File: src/hdl/apc_pkg.sv
`default_nettype none
package apc_pkg;

  localparam int unsigned NumJoints = 6;
  localparam int unsigned AngW      = 9;   // stored joint angle, degrees
  localparam int unsigned InAngW    = 10;  // requested joint angle, degrees
  localparam int unsigned ArgW      = 11;  // trig argument before mod 360
  localparam int unsigned TrigW     = 18;  // sine value, Q16 signed
  localparam int unsigned MulW      = 28;  // shared multiplier operand
  localparam int unsigned ProdW     = 2 * MulW;
  localparam int unsigned DivInW    = 43;  // signed mm Q32 value into the divider
  localparam int unsigned DivMagW   = 42;  // magnitude plus rounding bias
  localparam int unsigned RadW      = 16;
  localparam int unsigned PosW      = 16;
  localparam int unsigned JointIdxW = 3;

  // joint positions in the angle vector
  localparam int unsigned JointBase     = 0;
  localparam int unsigned JointShoulder = 1;
  localparam int unsigned JointElbow    = 2;

  typedef enum logic {
    OpSetOne = 1'b0,
    OpSetAll = 1'b1
  } opcode_e;

  typedef logic signed [AngW-1:0] angle_t;

  // link lengths in mm
  localparam int LinkUpper = 89;
  localparam int LinkFore  = 169;
  localparam int BaseReach = 173;
  localparam int BaseLift  = 196;

  localparam logic [16:0] SinTab [91] = '{
    17'd0,     17'd1144,  17'd2287,  17'd3430,  17'd4572,  17'd5712,  17'd6850,
    17'd7987,  17'd9121,  17'd10252, 17'd11380, 17'd12505, 17'd13626, 17'd14742,
    17'd15855, 17'd16962, 17'd18064, 17'd19161, 17'd20252, 17'd21336, 17'd22415,
    17'd23486, 17'd24550, 17'd25607, 17'd26656, 17'd27697, 17'd28729, 17'd29753,
    17'd30767, 17'd31772, 17'd32768, 17'd33754, 17'd34729, 17'd35693, 17'd36647,
    17'd37590, 17'd38521, 17'd39441, 17'd40348, 17'd41243, 17'd42126, 17'd42995,
    17'd43852, 17'd44695, 17'd45525, 17'd46341, 17'd47143, 17'd47930, 17'd48703,
    17'd49461, 17'd50203, 17'd50931, 17'd51643, 17'd52339, 17'd53020, 17'd53684,
    17'd54332, 17'd54963, 17'd55578, 17'd56175, 17'd56756, 17'd57319, 17'd57865,
    17'd58393, 17'd58903, 17'd59396, 17'd59870, 17'd60326, 17'd60764, 17'd61183,
    17'd61584, 17'd61965, 17'd62328, 17'd62672, 17'd62997, 17'd63303, 17'd63589,
    17'd63856, 17'd64104, 17'd64332, 17'd64540, 17'd64729, 17'd64898, 17'd65048,
    17'd65177, 17'd65287, 17'd65376, 17'd65446, 17'd65496, 17'd65526, 17'd65536
  };

  // limits are symmetric: -LimHi..LimHi inclusive
  localparam logic [7:0] LimHi [NumJoints] = '{
    8'd180, 8'd90, 8'd135, 8'd180, 8'd90, 8'd180
  };

  // sine of whole degrees in -360..719, Q16
  function automatic logic signed [TrigW-1:0] sine_deg(input logic signed [ArgW-1:0] d);
    logic signed [ArgW-1:0] a;
    logic [6:0]             idx;
    logic                   neg;
    logic signed [TrigW-1:0] val;
    a = d;
    if (a < 0) begin
      a = a + ArgW'(360);
    end else if (a >= ArgW'(360)) begin
      a = a - ArgW'(360);
    end
    if (a <= ArgW'(90)) begin
      idx = a[6:0];
      neg = 1'b0;
    end else if (a <= ArgW'(180)) begin
      idx = 7'(ArgW'(180) - a);
      neg = 1'b0;
    end else if (a <= ArgW'(270)) begin
      idx = 7'(a - ArgW'(180));
      neg = 1'b1;
    end else begin
      idx = 7'(ArgW'(360) - a);
      neg = 1'b1;
    end
    val = $signed({1'b0, SinTab[idx]});
    return neg ? -val : val;
  endfunction

  function automatic logic in_limits(input logic [JointIdxW-1:0] j,
                                     input logic signed [InAngW-1:0] a);
    logic signed [InAngW:0] hi;
    logic signed [InAngW:0] a_ext;
    if (j >= JointIdxW'(NumJoints)) begin
      return 1'b0;
    end
    hi    = $signed({3'b000, LimHi[j]});
    a_ext = (InAngW + 1)'(a);
    return (a_ext >= -hi) && (a_ext <= hi);
  endfunction

endpackage
`default_nettype wire

File: src/hdl/apc_if.sv
`default_nettype none
interface apc_cmd_if;
  logic                     valid;
  logic                     ready;
  logic                     opcode;
  logic [2:0]               joint_index;
  logic signed [9:0]        new_angle;
  logic signed [9:0]        base_angle;
  logic signed [9:0]        shoulder_angle;
  logic signed [9:0]        elbow_angle;
  logic signed [9:0]        roll_angle;
  logic signed [9:0]        pitch_angle;
  logic signed [9:0]        yaw_angle;

  modport source (
    output valid, opcode, joint_index, new_angle, base_angle, shoulder_angle,
           elbow_angle, roll_angle, pitch_angle, yaw_angle,
    input  ready
  );
  modport sink (
    input  valid, opcode, joint_index, new_angle, base_angle, shoulder_angle,
           elbow_angle, roll_angle, pitch_angle, yaw_angle,
    output ready
  );
endinterface

interface apc_res_if;
  logic               valid;
  logic               ready;
  logic               accepted;
  logic signed [15:0] pos_x;
  logic signed [15:0] pos_y;
  logic signed [15:0] pos_z;
  logic               collision;
  logic               emergency_stop;

  modport source (
    output valid, accepted, pos_x, pos_y, pos_z, collision, emergency_stop,
    input  ready
  );
  modport sink (
    input  valid, accepted, pos_x, pos_y, pos_z, collision, emergency_stop,
    output ready
  );
endinterface
`default_nettype wire

File: src/hdl/apc_mul.sv
`default_nettype none
// shared signed multiplier, product registered
module apc_mul (
  input  wire logic                                  clk_i,
  input  wire logic signed [apc_pkg::MulW-1:0]       a_i,
  input  wire logic signed [apc_pkg::MulW-1:0]       b_i,
  output logic signed [apc_pkg::ProdW-1:0]           prod_o
);

  logic signed [apc_pkg::ProdW-1:0] prod_q;

  always_ff @(posedge clk_i) begin
    prod_q <= apc_pkg::ProdW'(a_i) * apc_pkg::ProdW'(b_i);
  end

  assign prod_o = prod_q;

endmodule
`default_nettype wire

File: src/hdl/apc_div.sv
`default_nettype none
// mm Q32 to metres Q(FracBits): divide by 1000 << (32-FracBits), rounding
// half away from zero. Drop the low Shift+3 bits, then divide by 125 with a
// reciprocal multiply; the reduced dividend and then the product are registered.
module apc_div #(
  parameter int unsigned FracBits = 16
) (
  input  wire logic                               clk_i,
  input  wire logic                               rst_ni,
  input  wire logic                               start_i,
  input  wire logic signed [apc_pkg::DivInW-1:0]  value_i,
  output logic                                    busy_o,
  output logic                                    done_o,
  output logic signed [FracBits+1:0]              quot_o
);

  localparam int unsigned Shift  = 32 - FracBits;
  localparam int unsigned QuotW  = apc_pkg::DivMagW - Shift - 9;
  // dividend after the shift stays below 2^31 while FracBits is at most 24
  localparam int unsigned RedW   = apc_pkg::DivMagW - 11;
  localparam int unsigned RecW   = 32;
  localparam int unsigned RecSh  = 38;
  localparam int unsigned RProdW = RedW + RecW;
  // ceil(2^38 / 125): exact floor division by 125 for dividends below 2^31
  localparam logic [RecW-1:0] Recip = 32'd2199023256;
  localparam logic [apc_pkg::DivMagW-1:0] Bias =
    apc_pkg::DivMagW'(500) + (apc_pkg::DivMagW'(1000) << (Shift - 1));

  logic [apc_pkg::DivInW-1:0]  mag;
  logic [apc_pkg::DivMagW-1:0] biased;
  logic [RedW-1:0]             red_q;
  logic [RProdW-1:0]           rprod_q;
  logic [QuotW-1:0]            quo;
  logic                        neg_q, red_vld_q, rprod_vld_q;

  assign mag    = value_i[apc_pkg::DivInW-1] ? apc_pkg::DivInW'(-value_i)
                                             : apc_pkg::DivInW'(value_i);
  assign biased = apc_pkg::DivMagW'(mag) + Bias;
  assign quo    = rprod_q[RecSh +: QuotW];

  always_ff @(posedge clk_i or negedge rst_ni) begin
    if (!rst_ni) begin
      red_vld_q   <= 1'b0;
      rprod_vld_q <= 1'b0;
    end else begin
      red_vld_q   <= start_i;
      rprod_vld_q <= red_vld_q;
    end
  end

  always_ff @(posedge clk_i) begin
    if (start_i) begin
      red_q <= RedW'(biased >> (Shift + 3));
      neg_q <= value_i[apc_pkg::DivInW-1];
    end
    if (red_vld_q) begin
      rprod_q <= RProdW'(red_q) * RProdW'(Recip);
    end
  end

  assign busy_o = red_vld_q;
  assign done_o = rprod_vld_q;
  assign quot_o = neg_q ? -$signed({1'b0, quo}) : $signed({1'b0, quo});

endmodule
`default_nettype wire

File: src/hdl/arm_pose_checker_unit.sv
`default_nettype none
// Sequence: once a request is taken, the result turns valid after seven
// multiplier steps, three scalings to metres (shift and reciprocal multiply),
// five multiplier steps for the reach test and one output load.
// Flow: one request at a time; the next is taken once the result sits in
// the output register, a stalled result holds input.
// Reset (async, active low): joint angles zero, collision flag clear,
// workspace radius 32768, no result pending.
module arm_pose_checker_unit #(
  parameter int unsigned POS_FRAC_BITS = 16
) (
  input  wire logic                           clk_i,
  input  wire logic                           rst_ni,
  apc_cmd_if.sink                             cmd_i,
  apc_res_if.source                           res_o,
  input  wire logic                           cfg_we_i,
  input  wire logic [apc_pkg::RadW-1:0]       cfg_wdata_i
);

  localparam int unsigned PW = POS_FRAC_BITS + 2;  // rounded position width
  localparam logic signed [apc_pkg::ProdW-1:0] RBase = apc_pkg::ProdW'(apc_pkg::BaseReach * 65536);
  localparam logic signed [apc_pkg::ProdW-1:0] YBase = apc_pkg::ProdW'(apc_pkg::BaseLift * 65536);
  localparam logic signed [apc_pkg::MulW-1:0]  KUpper = apc_pkg::MulW'(apc_pkg::LinkUpper);
  localparam logic signed [apc_pkg::MulW-1:0]  KFore  = apc_pkg::MulW'(apc_pkg::LinkFore);

  typedef enum logic [4:0] {
    StIdle = 5'b00001,
    StKin  = 5'b00010,
    StDiv  = 5'b00100,
    StSqr  = 5'b01000,
    StOut  = 5'b10000
  } state_e;

  state_e st_q, st_d;
  logic [2:0] step_q, step_d;
  logic [1:0] sel_q, sel_d;

  apc_pkg::angle_t ang_q [apc_pkg::NumJoints];
  apc_pkg::angle_t ang_d [apc_pkg::NumJoints];
  logic signed [apc_pkg::InAngW-1:0] req [apc_pkg::NumJoints];
  logic [apc_pkg::NumJoints-1:0]     req_ok;
  logic                              acc_ok;

  logic                  coll_q;
  logic [apc_pkg::RadW-1:0] radius_q;
  logic                  res_valid_q;
  logic                  cmd_take, res_load;

  // datapath holding registers
  logic                              accepted_q;
  logic signed [apc_pkg::ProdW-1:0]  acc_q;
  logic signed [apc_pkg::MulW-1:0]   r_q, yq_q;
  logic signed [apc_pkg::DivInW-1:0] xv_q, zv_q;
  logic signed [PW-1:0]              px_q, py_q, pz_q;
  logic                              coll_new_q;

  // output payload
  logic                              res_acc_q, res_coll_q, res_estop_q;
  logic signed [apc_pkg::PosW-1:0]   res_x_q, res_y_q, res_z_q;

  // shared units
  logic signed [apc_pkg::ArgW-1:0]   trig_arg;
  logic signed [apc_pkg::TrigW-1:0]  trig;
  logic signed [apc_pkg::MulW-1:0]   mul_a, mul_b;
  logic signed [apc_pkg::ProdW-1:0]  prod;
  logic                              div_start, div_busy, div_done;
  logic signed [apc_pkg::DivInW-1:0] div_val;
  logic signed [PW-1:0]              div_quot;

  logic signed [apc_pkg::ArgW-1:0]   q1, q2, q3;
  logic                              pose_coll;

  assign q1 = apc_pkg::ArgW'(ang_q[apc_pkg::JointBase]);
  assign q2 = apc_pkg::ArgW'(ang_q[apc_pkg::JointShoulder]);
  assign q3 = apc_pkg::ArgW'(ang_q[apc_pkg::JointElbow]);

  assign cmd_i.ready = (st_q == StIdle);
  assign cmd_take    = cmd_i.valid && cmd_i.ready;
  assign res_load    = (st_q == StOut) && (!res_valid_q || res_o.ready);

  // limit check and angle update of the incoming request
  always_comb begin
    req[0] = cmd_i.base_angle;
    req[1] = cmd_i.shoulder_angle;
    req[2] = cmd_i.elbow_angle;
    req[3] = cmd_i.roll_angle;
    req[4] = cmd_i.pitch_angle;
    req[5] = cmd_i.yaw_angle;
    for (int i = 0; i < apc_pkg::NumJoints; i++) begin
      req_ok[i] = apc_pkg::in_limits(apc_pkg::JointIdxW'(i), req[i]);
      ang_d[i]  = ang_q[i];
    end
    if (cmd_i.opcode == apc_pkg::OpSetAll) begin
      acc_ok = &req_ok;
      if (acc_ok) begin
        for (int i = 0; i < apc_pkg::NumJoints; i++) begin
          ang_d[i] = apc_pkg::AngW'(req[i]);
        end
      end
    end else begin
      acc_ok = apc_pkg::in_limits(cmd_i.joint_index, cmd_i.new_angle);
      for (int i = 0; i < apc_pkg::NumJoints; i++) begin
        if (acc_ok && (cmd_i.joint_index == apc_pkg::JointIdxW'(i))) begin
          ang_d[i] = apc_pkg::AngW'(cmd_i.new_angle);
        end
      end
    end
  end

  // operand selection for the shared multiplier and the sine table
  always_comb begin
    trig_arg = '0;
    case (step_q)
      3'd0:    trig_arg = q2 + apc_pkg::ArgW'(90);
      3'd1:    trig_arg = q2 + q3 + apc_pkg::ArgW'(90);
      3'd2:    trig_arg = q2;
      3'd3:    trig_arg = q2 + q3;
      3'd4:    trig_arg = q1 + apc_pkg::ArgW'(90);
      3'd5:    trig_arg = q1;
      default: trig_arg = '0;
    endcase
  end

  assign trig = apc_pkg::sine_deg(trig_arg);

  always_comb begin
    mul_a = '0;
    mul_b = '0;
    if (st_q == StKin) begin
      case (step_q)
        3'd0, 3'd2: begin
          mul_a = KUpper;
          mul_b = apc_pkg::MulW'(trig);
        end
        3'd1, 3'd3: begin
          mul_a = KFore;
          mul_b = apc_pkg::MulW'(trig);
        end
        3'd4, 3'd5: begin
          mul_a = apc_pkg::MulW'(trig);
          mul_b = r_q;
        end
        default: begin
          mul_a = '0;
          mul_b = '0;
        end
      endcase
    end else if (st_q == StSqr) begin
      case (step_q)
        3'd0: begin
          mul_a = apc_pkg::MulW'(px_q);
          mul_b = apc_pkg::MulW'(px_q);
        end
        3'd1: begin
          mul_a = apc_pkg::MulW'(py_q);
          mul_b = apc_pkg::MulW'(py_q);
        end
        3'd2: begin
          mul_a = apc_pkg::MulW'(pz_q);
          mul_b = apc_pkg::MulW'(pz_q);
        end
        3'd3: begin
          mul_a = $signed({{(apc_pkg::MulW-apc_pkg::RadW){1'b0}}, radius_q});
          mul_b = $signed({{(apc_pkg::MulW-apc_pkg::RadW){1'b0}}, radius_q});
        end
        default: begin
          mul_a = '0;
          mul_b = '0;
        end
      endcase
    end
  end

  apc_mul u_mul (
    .clk_i  (clk_i),
    .a_i    (mul_a),
    .b_i    (mul_b),
    .prod_o (prod)
  );

  // divider feed: x, then y (Q16 mm scaled to Q32), then z
  always_comb begin
    case (sel_q)
      2'd0:    div_val = xv_q;
      2'd1:    div_val = apc_pkg::DivInW'(apc_pkg::ProdW'(yq_q) <<< 16);
      2'd2:    div_val = zv_q;
      default: div_val = xv_q;
    endcase
  end

  // launch once per value; step_q[0] marks the launch as done
  assign div_start = (st_q == StDiv) && !step_q[0] && !div_busy && !div_done;

  apc_div #(
    .FracBits (POS_FRAC_BITS)
  ) u_div (
    .clk_i   (clk_i),
    .rst_ni  (rst_ni),
    .start_i (div_start),
    .value_i (div_val),
    .busy_o  (div_busy),
    .done_o  (div_done),
    .quot_o  (div_quot)
  );

  assign pose_coll = (ang_q[apc_pkg::JointShoulder] > 60 ||
                      ang_q[apc_pkg::JointShoulder] < -60) &&
                     (ang_q[apc_pkg::JointElbow] > 100 ||
                      ang_q[apc_pkg::JointElbow] < -100);

  // sequencer
  always_comb begin
    st_d   = st_q;
    step_d = step_q;
    sel_d  = sel_q;
    case (st_q)
      StIdle: begin
        if (cmd_take) begin
          st_d   = StKin;
          step_d = '0;
        end
      end
      StKin: begin
        step_d = step_q + 3'd1;
        if (step_q == 3'd6) begin
          st_d   = StDiv;
          step_d = '0;
          sel_d  = '0;
        end
      end
      StDiv: begin
        if (div_start) begin
          step_d = 3'd1;
        end else if (div_done) begin
          step_d = '0;
          if (sel_q == 2'd2) begin
            st_d = StSqr;
          end else begin
            sel_d = sel_q + 2'd1;
          end
        end
      end
      StSqr: begin
        step_d = step_q + 3'd1;
        if (step_q == 3'd4) begin
          st_d   = StOut;
          step_d = '0;
        end
      end
      StOut: begin
        if (res_load) begin
          st_d = StIdle;
        end
      end
      default: begin
        st_d   = StIdle;
        step_d = '0;
      end
    endcase
  end

  always_ff @(posedge clk_i or negedge rst_ni) begin
    if (!rst_ni) begin
      st_q        <= StIdle;
      step_q      <= '0;
      sel_q       <= '0;
      coll_q      <= 1'b0;
      radius_q    <= apc_pkg::RadW'(32768);
      res_valid_q <= 1'b0;
      for (int i = 0; i < apc_pkg::NumJoints; i++) begin
        ang_q[i] <= '0;
      end
    end else begin
      st_q   <= st_d;
      step_q <= step_d;
      sel_q  <= sel_d;
      if (cfg_we_i) begin
        radius_q <= cfg_wdata_i;
      end
      if (cmd_take) begin
        ang_q <= ang_d;
      end
      // hold the flag until the result of this request is loaded into the output register
      if (res_load) begin
        coll_q      <= coll_new_q;
        res_valid_q <= 1'b1;
      end else if (res_o.ready) begin
        res_valid_q <= 1'b0;
      end
    end
  end

  function automatic logic signed [apc_pkg::PosW-1:0] sat_pos(input logic signed [PW-1:0] v);
    logic signed [31:0] w;
    w = 32'(v);
    if (w > 32'sd32767) begin
      return 16'sh7fff;
    end else if (w < -32'sd32768) begin
      return 16'sh8000;
    end
    return apc_pkg::PosW'(w);
  endfunction

  // datapath: accumulate previous product while the next one is issued
  always_ff @(posedge clk_i) begin
    if (cmd_take) begin
      accepted_q <= acc_ok;
    end
    if (st_q == StKin) begin
      case (step_q)
        3'd1: acc_q <= RBase + prod;
        3'd2: r_q   <= apc_pkg::MulW'(acc_q + prod);
        3'd3: acc_q <= YBase + prod;
        3'd4: yq_q  <= apc_pkg::MulW'(acc_q + prod);
        3'd5: xv_q  <= apc_pkg::DivInW'(prod);
        3'd6: zv_q  <= apc_pkg::DivInW'(prod);
        default: acc_q <= acc_q;
      endcase
    end
    if ((st_q == StDiv) && div_done) begin
      case (sel_q)
        2'd0:    px_q <= div_quot;
        2'd1:    py_q <= div_quot;
        default: pz_q <= div_quot;
      endcase
    end
    if (st_q == StSqr) begin
      case (step_q)
        3'd1: acc_q <= prod;
        3'd2: acc_q <= acc_q + prod;
        3'd3: acc_q <= acc_q + prod;
        // reach sum against radius squared
        3'd4: coll_new_q <= pose_coll || (acc_q > prod);
        default: acc_q <= acc_q;
      endcase
    end
    if (res_load) begin
      res_acc_q   <= accepted_q;
      res_coll_q  <= coll_new_q;
      res_estop_q <= coll_new_q && !coll_q;
      res_x_q     <= sat_pos(px_q);
      res_y_q     <= sat_pos(py_q);
      res_z_q     <= sat_pos(pz_q);
    end
  end

  assign res_o.valid          = res_valid_q;
  assign res_o.accepted       = res_acc_q;
  assign res_o.pos_x          = res_x_q;
  assign res_o.pos_y          = res_y_q;
  assign res_o.pos_z          = res_z_q;
  assign res_o.collision      = res_coll_q;
  assign res_o.emergency_stop = res_estop_q;

  a_estop_needs_coll: assert property (@(posedge clk_i) disable iff (!rst_ni)
    res_o.valid |-> (!res_o.emergency_stop || res_o.collision))
    else $error("emergency stop without collision");

  a_angles_hold_busy: assert property (@(posedge clk_i) disable iff (!rst_ni)
    (st_q != StIdle) |=> ($stable(ang_q[0]) && $stable(ang_q[1]) && $stable(ang_q[2])))
    else $error("joint angles changed during computation");

  a_shoulder_in_lim: assert property (@(posedge clk_i) disable iff (!rst_ni)
    (ang_q[apc_pkg::JointShoulder] <= 90) && (ang_q[apc_pkg::JointShoulder] >= -90))
    else $error("shoulder angle out of limits");

  a_load_from_out: assert property (@(posedge clk_i) disable iff (!rst_ni)
    $rose(res_valid_q) |-> $past(st_q == StOut))
    else $error("result loaded outside output step");

endmodule
`default_nettype wire

File: src/flat_wrapper.sv
// flat-port wrapper written by rule: the top's interface ports become plain ports
module arm_pose_checker_unit_flat 
#(
  parameter int unsigned POS_FRAC_BITS = 16
)
  (clk_i, rst_ni, cfg_we_i, cfg_wdata_i, cmd_i_valid, cmd_i_opcode, cmd_i_joint_index, cmd_i_new_angle, cmd_i_base_angle, cmd_i_shoulder_angle, cmd_i_elbow_angle, cmd_i_roll_angle, cmd_i_pitch_angle, cmd_i_yaw_angle, cmd_i_ready, res_o_valid, res_o_accepted, res_o_pos_x, res_o_pos_y, res_o_pos_z, res_o_collision, res_o_emergency_stop, res_o_ready);
  apc_cmd_if cmd_i_i ();
  apc_res_if res_o_i ();
  input  wire logic clk_i;
  input  wire logic rst_ni;
  input  wire logic cfg_we_i;
  input  wire logic [apc_pkg::RadW-1:0] cfg_wdata_i;
  input wire logic [$bits(cmd_i_i.valid)-1:0] cmd_i_valid;
  input wire logic [$bits(cmd_i_i.opcode)-1:0] cmd_i_opcode;
  input wire logic [$bits(cmd_i_i.joint_index)-1:0] cmd_i_joint_index;
  input wire logic [$bits(cmd_i_i.new_angle)-1:0] cmd_i_new_angle;
  input wire logic [$bits(cmd_i_i.base_angle)-1:0] cmd_i_base_angle;
  input wire logic [$bits(cmd_i_i.shoulder_angle)-1:0] cmd_i_shoulder_angle;
  input wire logic [$bits(cmd_i_i.elbow_angle)-1:0] cmd_i_elbow_angle;
  input wire logic [$bits(cmd_i_i.roll_angle)-1:0] cmd_i_roll_angle;
  input wire logic [$bits(cmd_i_i.pitch_angle)-1:0] cmd_i_pitch_angle;
  input wire logic [$bits(cmd_i_i.yaw_angle)-1:0] cmd_i_yaw_angle;
  output wire logic [$bits(cmd_i_i.ready)-1:0] cmd_i_ready;
  output wire logic [$bits(res_o_i.valid)-1:0] res_o_valid;
  output wire logic [$bits(res_o_i.accepted)-1:0] res_o_accepted;
  output wire logic [$bits(res_o_i.pos_x)-1:0] res_o_pos_x;
  output wire logic [$bits(res_o_i.pos_y)-1:0] res_o_pos_y;
  output wire logic [$bits(res_o_i.pos_z)-1:0] res_o_pos_z;
  output wire logic [$bits(res_o_i.collision)-1:0] res_o_collision;
  output wire logic [$bits(res_o_i.emergency_stop)-1:0] res_o_emergency_stop;
  input wire logic [$bits(res_o_i.ready)-1:0] res_o_ready;
  assign cmd_i_i.valid = cmd_i_valid;
  assign cmd_i_i.opcode = cmd_i_opcode;
  assign cmd_i_i.joint_index = cmd_i_joint_index;
  assign cmd_i_i.new_angle = cmd_i_new_angle;
  assign cmd_i_i.base_angle = cmd_i_base_angle;
  assign cmd_i_i.shoulder_angle = cmd_i_shoulder_angle;
  assign cmd_i_i.elbow_angle = cmd_i_elbow_angle;
  assign cmd_i_i.roll_angle = cmd_i_roll_angle;
  assign cmd_i_i.pitch_angle = cmd_i_pitch_angle;
  assign cmd_i_i.yaw_angle = cmd_i_yaw_angle;
  assign cmd_i_ready = cmd_i_i.ready;
  assign res_o_valid = res_o_i.valid;
  assign res_o_accepted = res_o_i.accepted;
  assign res_o_pos_x = res_o_i.pos_x;
  assign res_o_pos_y = res_o_i.pos_y;
  assign res_o_pos_z = res_o_i.pos_z;
  assign res_o_collision = res_o_i.collision;
  assign res_o_emergency_stop = res_o_i.emergency_stop;
  assign res_o_i.ready = res_o_ready;
  arm_pose_checker_unit #(.POS_FRAC_BITS(POS_FRAC_BITS)) u_core (.clk_i(clk_i), .rst_ni(rst_ni), .cmd_i(cmd_i_i), .res_o(res_o_i), .cfg_we_i(cfg_we_i), .cfg_wdata_i(cfg_wdata_i));
endmodule
File: config.mk
export PLATFORM = sky130hd
export DESIGN_NAME = arm_pose_checker_unit_flat
export DESIGN_NICKNAME = d
export VERILOG_FILES = /design/src/hdl/apc_pkg.sv /design/src/hdl/apc_if.sv /design/src/hdl/apc_mul.sv /design/src/hdl/apc_div.sv /design/src/hdl/arm_pose_checker_unit.sv /design/src/flat_wrapper.sv
export SDC_FILE = /design/constraint.sdc
export NUM_CORES = 2
export LEC_CHECK = 0
export ABC_AREA = 1
export BUFFER_PORTS_ARGS = -buffer_cell sky130_fd_sc_hd__buf_2
export CORE_MARGIN = 1
export CORE_UTILIZATION = 55
export DETAILED_ROUTE_END_ITERATION = 8
export PLACE_DENSITY = 0.82
export SLEW_MARGIN = 20
export SYNTH_ARGS = -nofsm -noshare
export SYNTH_HDL_FRONTEND = slang
export SYNTH_SLANG_ARGS = --single-unit
File: constraint.sdc
create_clock -name clk_i -period 19.25 [get_ports clk_i]
set_input_delay 2.8875 -clock clk_i [delete_from_list [all_inputs] [get_ports clk_i]]
set_output_delay 2.8875 -clock clk_i [all_outputs]
set_load 0.02 [all_outputs]
# After elaboration in Yosys (flattened, before gate mapping)
# Memories as Yosys holds them, arrays and structs flattened.
# Cells that the tools add are included.
[totals]
reg_bits = 493
rom_bits = 2240
inputBits = 95
out_inout_bits = 53
memories = 2
[memory_table]
columns = ["name", "depth", "word_bits", "rd", "rd_ports_with_merged_regs", "wr", "line", "text"]
rows = [
  ["(name not given)", 128, 17, 1, 0, 0, "apc_pkg.sv:81", "val = $signed({1'b0, SinTab[idx]});"],
  ["(name not given)", 8, 8, 1, 0, 0, "apc_pkg.sv:92", "hi = $signed({3'b000, LimHi[j]});"],
]
[classes]
n_addsub = 19
mul = 2
order_cmp = 33
n_eq_ne = 29
n_mux = 79
bitwise_logic = 4
n_reduce_logical = 59
[op_table]
columns = ["op", "n"]
rows = [
  ["one-hot mux 56 bit (3 select lines)", 1],
  ["2-to-1 mux 16 bit", 9],
  ["adder 25 x 56 -> 56 bit (first input constant)", 2],
  ["2-to-1 mux 56 bit", 2],
  ["one-hot mux 28 bit (4 select lines)", 1],
  ["one-hot mux 56 bit (2 select lines)", 1],
  ["2-to-1 mux 54 bit", 2],
  ["one-hot mux 43 bit (2 select lines)", 1],
  ["2-to-1 mux 28 bit", 3],
  ["one-hot mux 28 bit (3 select lines)", 1],
  ["one-hot mux 11 bit (6 select lines)", 1],
  ["adder 56 bit", 1],
  ["greater-than comparator 56 bit", 1],
  ["multiplier 28 x 28 -> 56 bit", 1],
  ["one-hot mux 28 bit (2 select lines)", 1],
  ["greater-than comparator 18 x 16 -> 1 bit (second input constant)", 3],
  ["less-than comparator 18 x 16 -> 1 bit (second input constant)", 3],
  ["2-to-1 mux 9 bit", 6],
  ["multiplier 23 x 29 -> 52 bit (second input constant)", 1],
  ["adder 42 x 25 -> 42 bit (second input constant)", 1],
  ["2-to-1 mux 42 bit", 1],
  ["negator 42 bit", 1],
  [">= comparator 10 x 9 -> 1 bit (second input constant)", 4],
  ["less-or-equal comparator 10 x 9 -> 1 bit (second input constant)", 4],
  ["70 further kinds", 173],
]

# Longest topological paths before layout
[depth]
word_depth = 19
ltp_mapped = 103
mapped_depth_nobuf = 101

# Hierarchy
# Synthesis repeated with hierarchy kept, for this count alone.
[unflattened]
hier_cells = 9563
area_unflattened_um2 = 73701.9
[by_module_without_submodules]
columns = ["mod", "instances", "cells_each", "area_per_inst_um2"]
rows = [
  ["apc_mul", 1, 4029, 31754.2],
  ["arm_pose_checker_unit", 1, 3696, 27515.1],
  ["apc_div", 1, 1838, 14432.6],
]

# Worst setup path before layout
# No wires, ideal clock.
[synth_timing]
path_type = "reg2reg"
startpoint = "register u_core.step_q[2]"
endpoint = "register u_core.u_mul.prod_q, in the netlist u_core.u_mul.prod_o[53]"
arrival_ps = 13748
required_time_ps = 19120
slack_ps = 5372
path_stages_with_launch = 97
n_path_buf = 7
period_less_slack_ps = 13878
path_cell_list = "dfrtp_1 -> buf_4 -> inv_4 -> buf_2 -> buf_2 -> ha_1 -> clkbuf_1 -> inv_1 -> clkbuf_1 -> o21ai_1 -> inv_1 -> nand2_1 -> nand2_1 -> ha_1 -> inv_1 -> nand3_1 -> nand2_1 -> a21oi_4 -> [61 not listed] -> nand2_1 -> nand3_1 -> nand2_1 -> nand2_1 -> nand2_1 -> nand2_1 -> nand2_1 -> nand2_1 -> nand2_1 -> nand2_1 -> nand2_1 -> a21oi_1 -> o21ai_0 -> a21oi_1 -> o21ai_0 -> nand3_1 -> a21oi_1 -> a31oi_1"
[synth_via]
elab_chain_cells = 18
elab_cells_between_ends = 41
[synth_lines]
columns = ["item", "line", "text"]
rows = [
  ["start, declared", "arm_pose_checker_unit.sv:35", "logic [2:0] step_q, step_d;"],
  ["start signal, assigned", "arm_pose_checker_unit.sv:275", "step_q <= step_d;"],
  ["== test 3 bit (tied with other cells)", "arm_pose_checker_unit.sv:113, arm_pose_checker_unit.sv:130", ""],
  ["one-hot mux 11 bit (6 select lines)", "arm_pose_checker_unit.sv:113", "case (step_q)"],
  ["subtractor 11 x 10 -> 11 bit or >= comparator 11 x 10 -> 1 bit (tied branches)", "apc_pkg.sv:66, apc_pkg.sv:65", ""],
  ["2-to-1 mux 11 bit", "apc_pkg.sv:65", "end else if (a >= ArgW'(360)) begin"],
  ["2-to-1 mux 11 bit", "apc_pkg.sv:63", "if (a < 0) begin"],
  ["less-or-equal comparator 11 x 10 -> 1 bit (tied with other cells)", "apc_pkg.sv:74", "end else if (a <= ArgW'(270)) begin"],
  ["2-to-1 mux 7 bit", "apc_pkg.sv:74", ""],
  ["2-to-1 mux 7 bit", "apc_pkg.sv:71", "end else if (a <= ArgW'(180)) begin"],
  ["2-to-1 mux 7 bit", "apc_pkg.sv:68", "if (a <= ArgW'(90)) begin"],
  ["inverter 7 -> 8 bit (not written as such)", "apc_pkg.sv:81", ""],
  ["memory (128 x 17 bit)", "n/a", ""],
  ["2-to-1 mux 17 bit (not written as such) (2 in series)", "apc_pkg.sv:81", ""],
  ["negator 17 -> 18 bit", "apc_pkg.sv:82", "return neg ? -val : val;"],
  ["2-to-1 mux 18 bit", "apc_pkg.sv:82", ""],
  ["one-hot mux 28 bit (3 select lines) or one-hot mux 28 bit (2 select lines) (tied branches)", "arm_pose_checker_unit.sv:130", "case (step_q)"],
  ["2-to-1 mux 28 bit", "arm_pose_checker_unit.sv:129", "if (st_q == StKin) begin"],
  ["multiplier 28 x 28 -> 56 bit *", "apc_mul.sv:13", "prod_q <= apc_pkg::ProdW'(a_i) * apc_pkg::ProdW'(b_i);"],
  ["end signal, assigned", "apc_mul.sv:13", ""],
  ["end, declared", "apc_mul.sv:10", "logic signed [apc_pkg::ProdW-1:0] prod_q;"],
]
# Every way passes the cells marked *; elsewhere a longest branch is shown, timed or not. The select of a mux whose other input is x is not followed.
# A chain may end at the register's enable or synchronous reset.

# Final worst setup path
[layout_timing]
startpoint = "register u_core.step_q[2]"
endpoint = "register u_core.u_mul.prod_q, in the netlist u_core.u_mul.prod_o[55]"
# The elaborated chain is that of the path after synthesis.

==> Implementation_results.wiki <==
{| class="wikitable"
! Metric !! Value
|-
| Worst relative slew slack || between 10% and 20%
|-
| Number of detailed-routing iterations run before antenna repair || 7
|-
| I/O pin cnt || between 100 and 150
|-
| Post-synth EDFFs || 345
|-
| Data required time of the critical path || just under 20000 ps
|-
| Area of the die || between 0.1 and 0.15 sq mm
|-
| CP arrival || ~18000 ps
|-
| Launching element of the worst setup path || u_core.step_q[2]
|-
| Placeable Area || 0.109 sq mm
|-
| Total routing usage reported by global routing || between 30% and 40%
|-
| TritonCTS clock tree || yes
|-
| Number of global-route vias before repair || 53000
|-
| P&R area growth vs syn || 6.57%
|-
| Met2 WL post-DR || approximately 87000 microns
|-
| Ratio of cells with drive above 1 in the final layout || about 6.1%
|-
| Vert. Die Dim || 334 microns
|-
| Yosys top cell area share || approximately a quarter
|-
| Worst hold stages || 0
|-
| Type of element launching the critical path || flop
|-
| CTS buffer count || 50
|-
| Die extent in x || ~330 microns
|-
| Clock transition at the register clock pins on the worst setup and hold paths after CTS || about 70 ps
|-
| Clock period minus final worst setup slack || about 18000 ps
|-
| End of the worst register-to-register path || u_core.u_mul.prod_o[55]
|-
| Number of inserted filler cells in the final layout || between 9000 and 10000
|-
| Launch point of the worst hold path || u_core.accepted_q
|-
| Detailed placer's ending HPWL || approximately 150000 microns
|-
| Vias || ~52000
|-
| Worst min-delay path endpoint || u_core.res_o.accepted
|-
| Largest net degree at the start of global routing || between 90 and 100
|-
| Number of slew-limit violations in the final report || 0
|-
| # port buffers || 147
|-
| Top cells by instance count after synthesis || sky130_fd_sc_hd__inv_1, sky130_fd_sc_hd__nand2_1, sky130_fd_sc_hd__fa_1
|-
| Distinct cells, synth || 71
|-
| First-pass GRT wire length || around 300000 microns
|-
| Number of sinks driven by the clock tree || 458
|-
| Unrepaired setup endpoints after global routing || no
|-
| Delay of the slowest cell on the worst path || ~550 ps
|-
| Synth Flop Type || sky130_fd_sc_hd__edfxtp_1
|-
| Hold buffer count at cts || 0
|-
| Detail Route Antenna Nets || 0
|-
| Post-synth design cell area || just over 0.06 sq mm
|-
| Number of H-tree levels || 2
|-
| Detailed-route vias per instance || 5.89
|-
| Routed wire length on met3 || between 15000 and 20000 microns
|-
| Wirelength per Cell || about 21 microns
|-
| Post-synthesis register bit count || roughly 460
|-
| GR Overflow Total || 0
|-
| Most used standard cell by instance count after synthesis || sky130_fd_sc_hd__inv_1
|-
| Dominant cell type by count on the critical path || sky130_fd_sc_hd__nand2_1
|-
| Clock root buffer master || sky130_fd_sc_hd__clkbuf_16
|-
| Cell type of the slowest stage on the worst timing path || sky130_fd_sc_hd__fa_1
|-
| Post-synthesis async set-or-reset flop share || approximately an eighth
|-
| Result of the run || complete, no violations
|-
| Most area-consuming cells after synthesis || sky130_fd_sc_hd__fa_1, sky130_fd_sc_hd__edfxtp_1, sky130_fd_sc_hd__ha_1
|-
| Post-synth top area cell || sky130_fd_sc_hd__fa_1
|-
| Clock buffer depth || 3
|-
| CP Class || reg2reg
|-
| Setup crit end kind || flop
|-
| Count of cells resized by post-cts repair || 0
|-
| Number of setup violations in the final report || 0
|-
| Number of hold violations in the final report || 0
|-
| Number of remaining DRC errors || 0
|-
| Met1 Wirelength || between 60000 and 70000 microns
|-
| Number of violations reported at the end of detailed-routing iteration 0 || 5909
|-
| Number of nets in the finished design || slightly below 9000
|-
| Maximum capacitance violations || 0
|-
| Average cell area after synthesis || between 8 and 9 sq um
|-
| Worst slew pin tran || about 1300 ps
|-
| Post-Route WL || 189000 microns
|-
| Number of antenna violations at the first check in global routing || 3
|-
| Reg-to-reg slack, setup || 1700 ps
|-
| Top Layer Used || met4
|-
| Largest clock skew in the final design || approximately 54 ps
|-
| Count of warnings emitted by yosys || 0
|-
| Sequential fraction of the synthesis area || between 20% and 30%
|-
| TNS Setup || 0 ps
|-
| Weighted congestion reported at the end of routability-driven placement || approximately 1.0
|-
| Highest fanout seen on the critical path || 36
|-
| Effective utilization at floorplan || a little under three fifths
|-
| Hold/Removal Path Class || reg2reg
|-
| Depth of the most critical reg-to-reg path || 87
|-
| Standard-cell row count || 121
|-
| Worst reg2reg startpoint || u_core.step_q[2]
|-
| Worst-skew pair later-pin latency || 690 ps
|-
| Fmax || around 0.057 GHz
|-
| Post-Syn Instances || about 7300
|-
| Setup fix buffers added after clock tree synthesis || 0
|-
| Fin crit share || roughly nine tenths
|}
-- flip-flops by register name, summed over array words and instances, names as in the netlist, 17 cells and up --
signal,count
u_core.pz_q,18
u_core.u_mul.prod_o,56
u_core.px_q,18
u_core.ang_q,27
u_core.xv_q,43
u_core.u_div.red_q,23
u_core.r_q,28
u_core.yq_q,27
u_core.zv_q,43
u_core.py_q,18
u_core.acc_q,56
u_core.u_div.rprod_q,17
-- per-stage QoR --
step	utilization (%)	hold slack, ps	std cells	setup slack (ps)	instance area [sq um]
2_1_floorplan	-	400	7272	5370	60800
3_3_place_gp	57.7	410	8763	2480	63000
3_5_place_dp	57.7	415	8763	1990	63000
4_1_cts	59.3	433	8857	1980	64700
5_1_grt	59.3	450	8858	451	64700
6_report	59.3	428	8861	1700	64800
-- logic make-up after synthesis --
kind of cell / count (synthesis) / synth area share [%]
multiplexers: 3 / 0.0494
XOR/XNOR: 166 / 2.39
AO/OA/AOI/OAI: 1070 / 10.2
AND/OR/NAND/NOR: 2487 / 17.0
other: 1 / 0.00617
adder cells (fa/ha/maj): 1392 / 38.3
flip-flops: 458 / 21.2
buffers and inverters: 1693 / 10.8
-- cell type report --
cell class	instances	area [sq um]	area share [%]
sequential	458	12900	19.9
antenna	4	10.0	0.0155
tap	1476	1850	2.85
timing repair buffer	215	1250	1.92
clock inverter	33	444	0.686
clock buffer	61	1310	2.03
multi-input combinational	5121	41400	63.9
inverter	1493	5610	8.66
-- critical path, delay by kind of cell, from the launching register on --
family                     cells  cell delay, ps
AOI/OAI and AO/OA             18            4260
adders and majority gates     11            4520
buffers and inverters         17            2860
DFF                            1             500
and+or+nand+nor               41            5250
-- how the worst max path moves through the flow --
stage | end | slack [ps] | depth (start not counted)
2_1_floorplan | u_core.u_mul.prod_o[53] | 5370 | 96
3_3_place_gp | u_core.u_mul.prod_o[53] | 2480 | 85
3_5_place_dp | u_core.u_mul.prod_o[55] | 1990 | 85
4_1_cts | u_core.u_mul.prod_o[55] | 1980 | 85
5_1_grt | u_core.u_mul.prod_o[55] | 450 | 85
6_report | u_core.u_mul.prod_o[55] | 1700 | 87
-- layout by cell type (no fill, tap or decap), drive strengths merged, types with 8 or more instances in the layout --
master / n
buf: 215
dfxtp: 56
inv: 1491
nor3: 57
nor4: 19
a221oi: 22
o211ai: 33
o2111ai: 8
xor2: 128
a21oi: 382
nand3: 374
or2: 15
xnor2: 38
fa: 783
nand4: 38
dfrtp: 55
nand2: 1306
o311ai: 12
ha: 609
o22ai: 34
a31oi: 31
o21a: 15
clkbuf: 61
edfxtp: 345
o21ai: 436
a221o: 27
clkinv: 23
o31ai: 9
nor2: 660
nand3b: 10
a21boi: 10
o21bai: 11
a21o: 9
-- metal layers --
layer / vias up / global-route usage, %
met1: 25000 / 43.0
met4: 0 / 19.8
met5: - / 0
li1: 23300 / -
met2: 3106 / 55.2
met3: 804 / 6.38
Power is not shown: default switching activity piles up to over one toggle a cycle in this logic, so the estimate is an artifact.
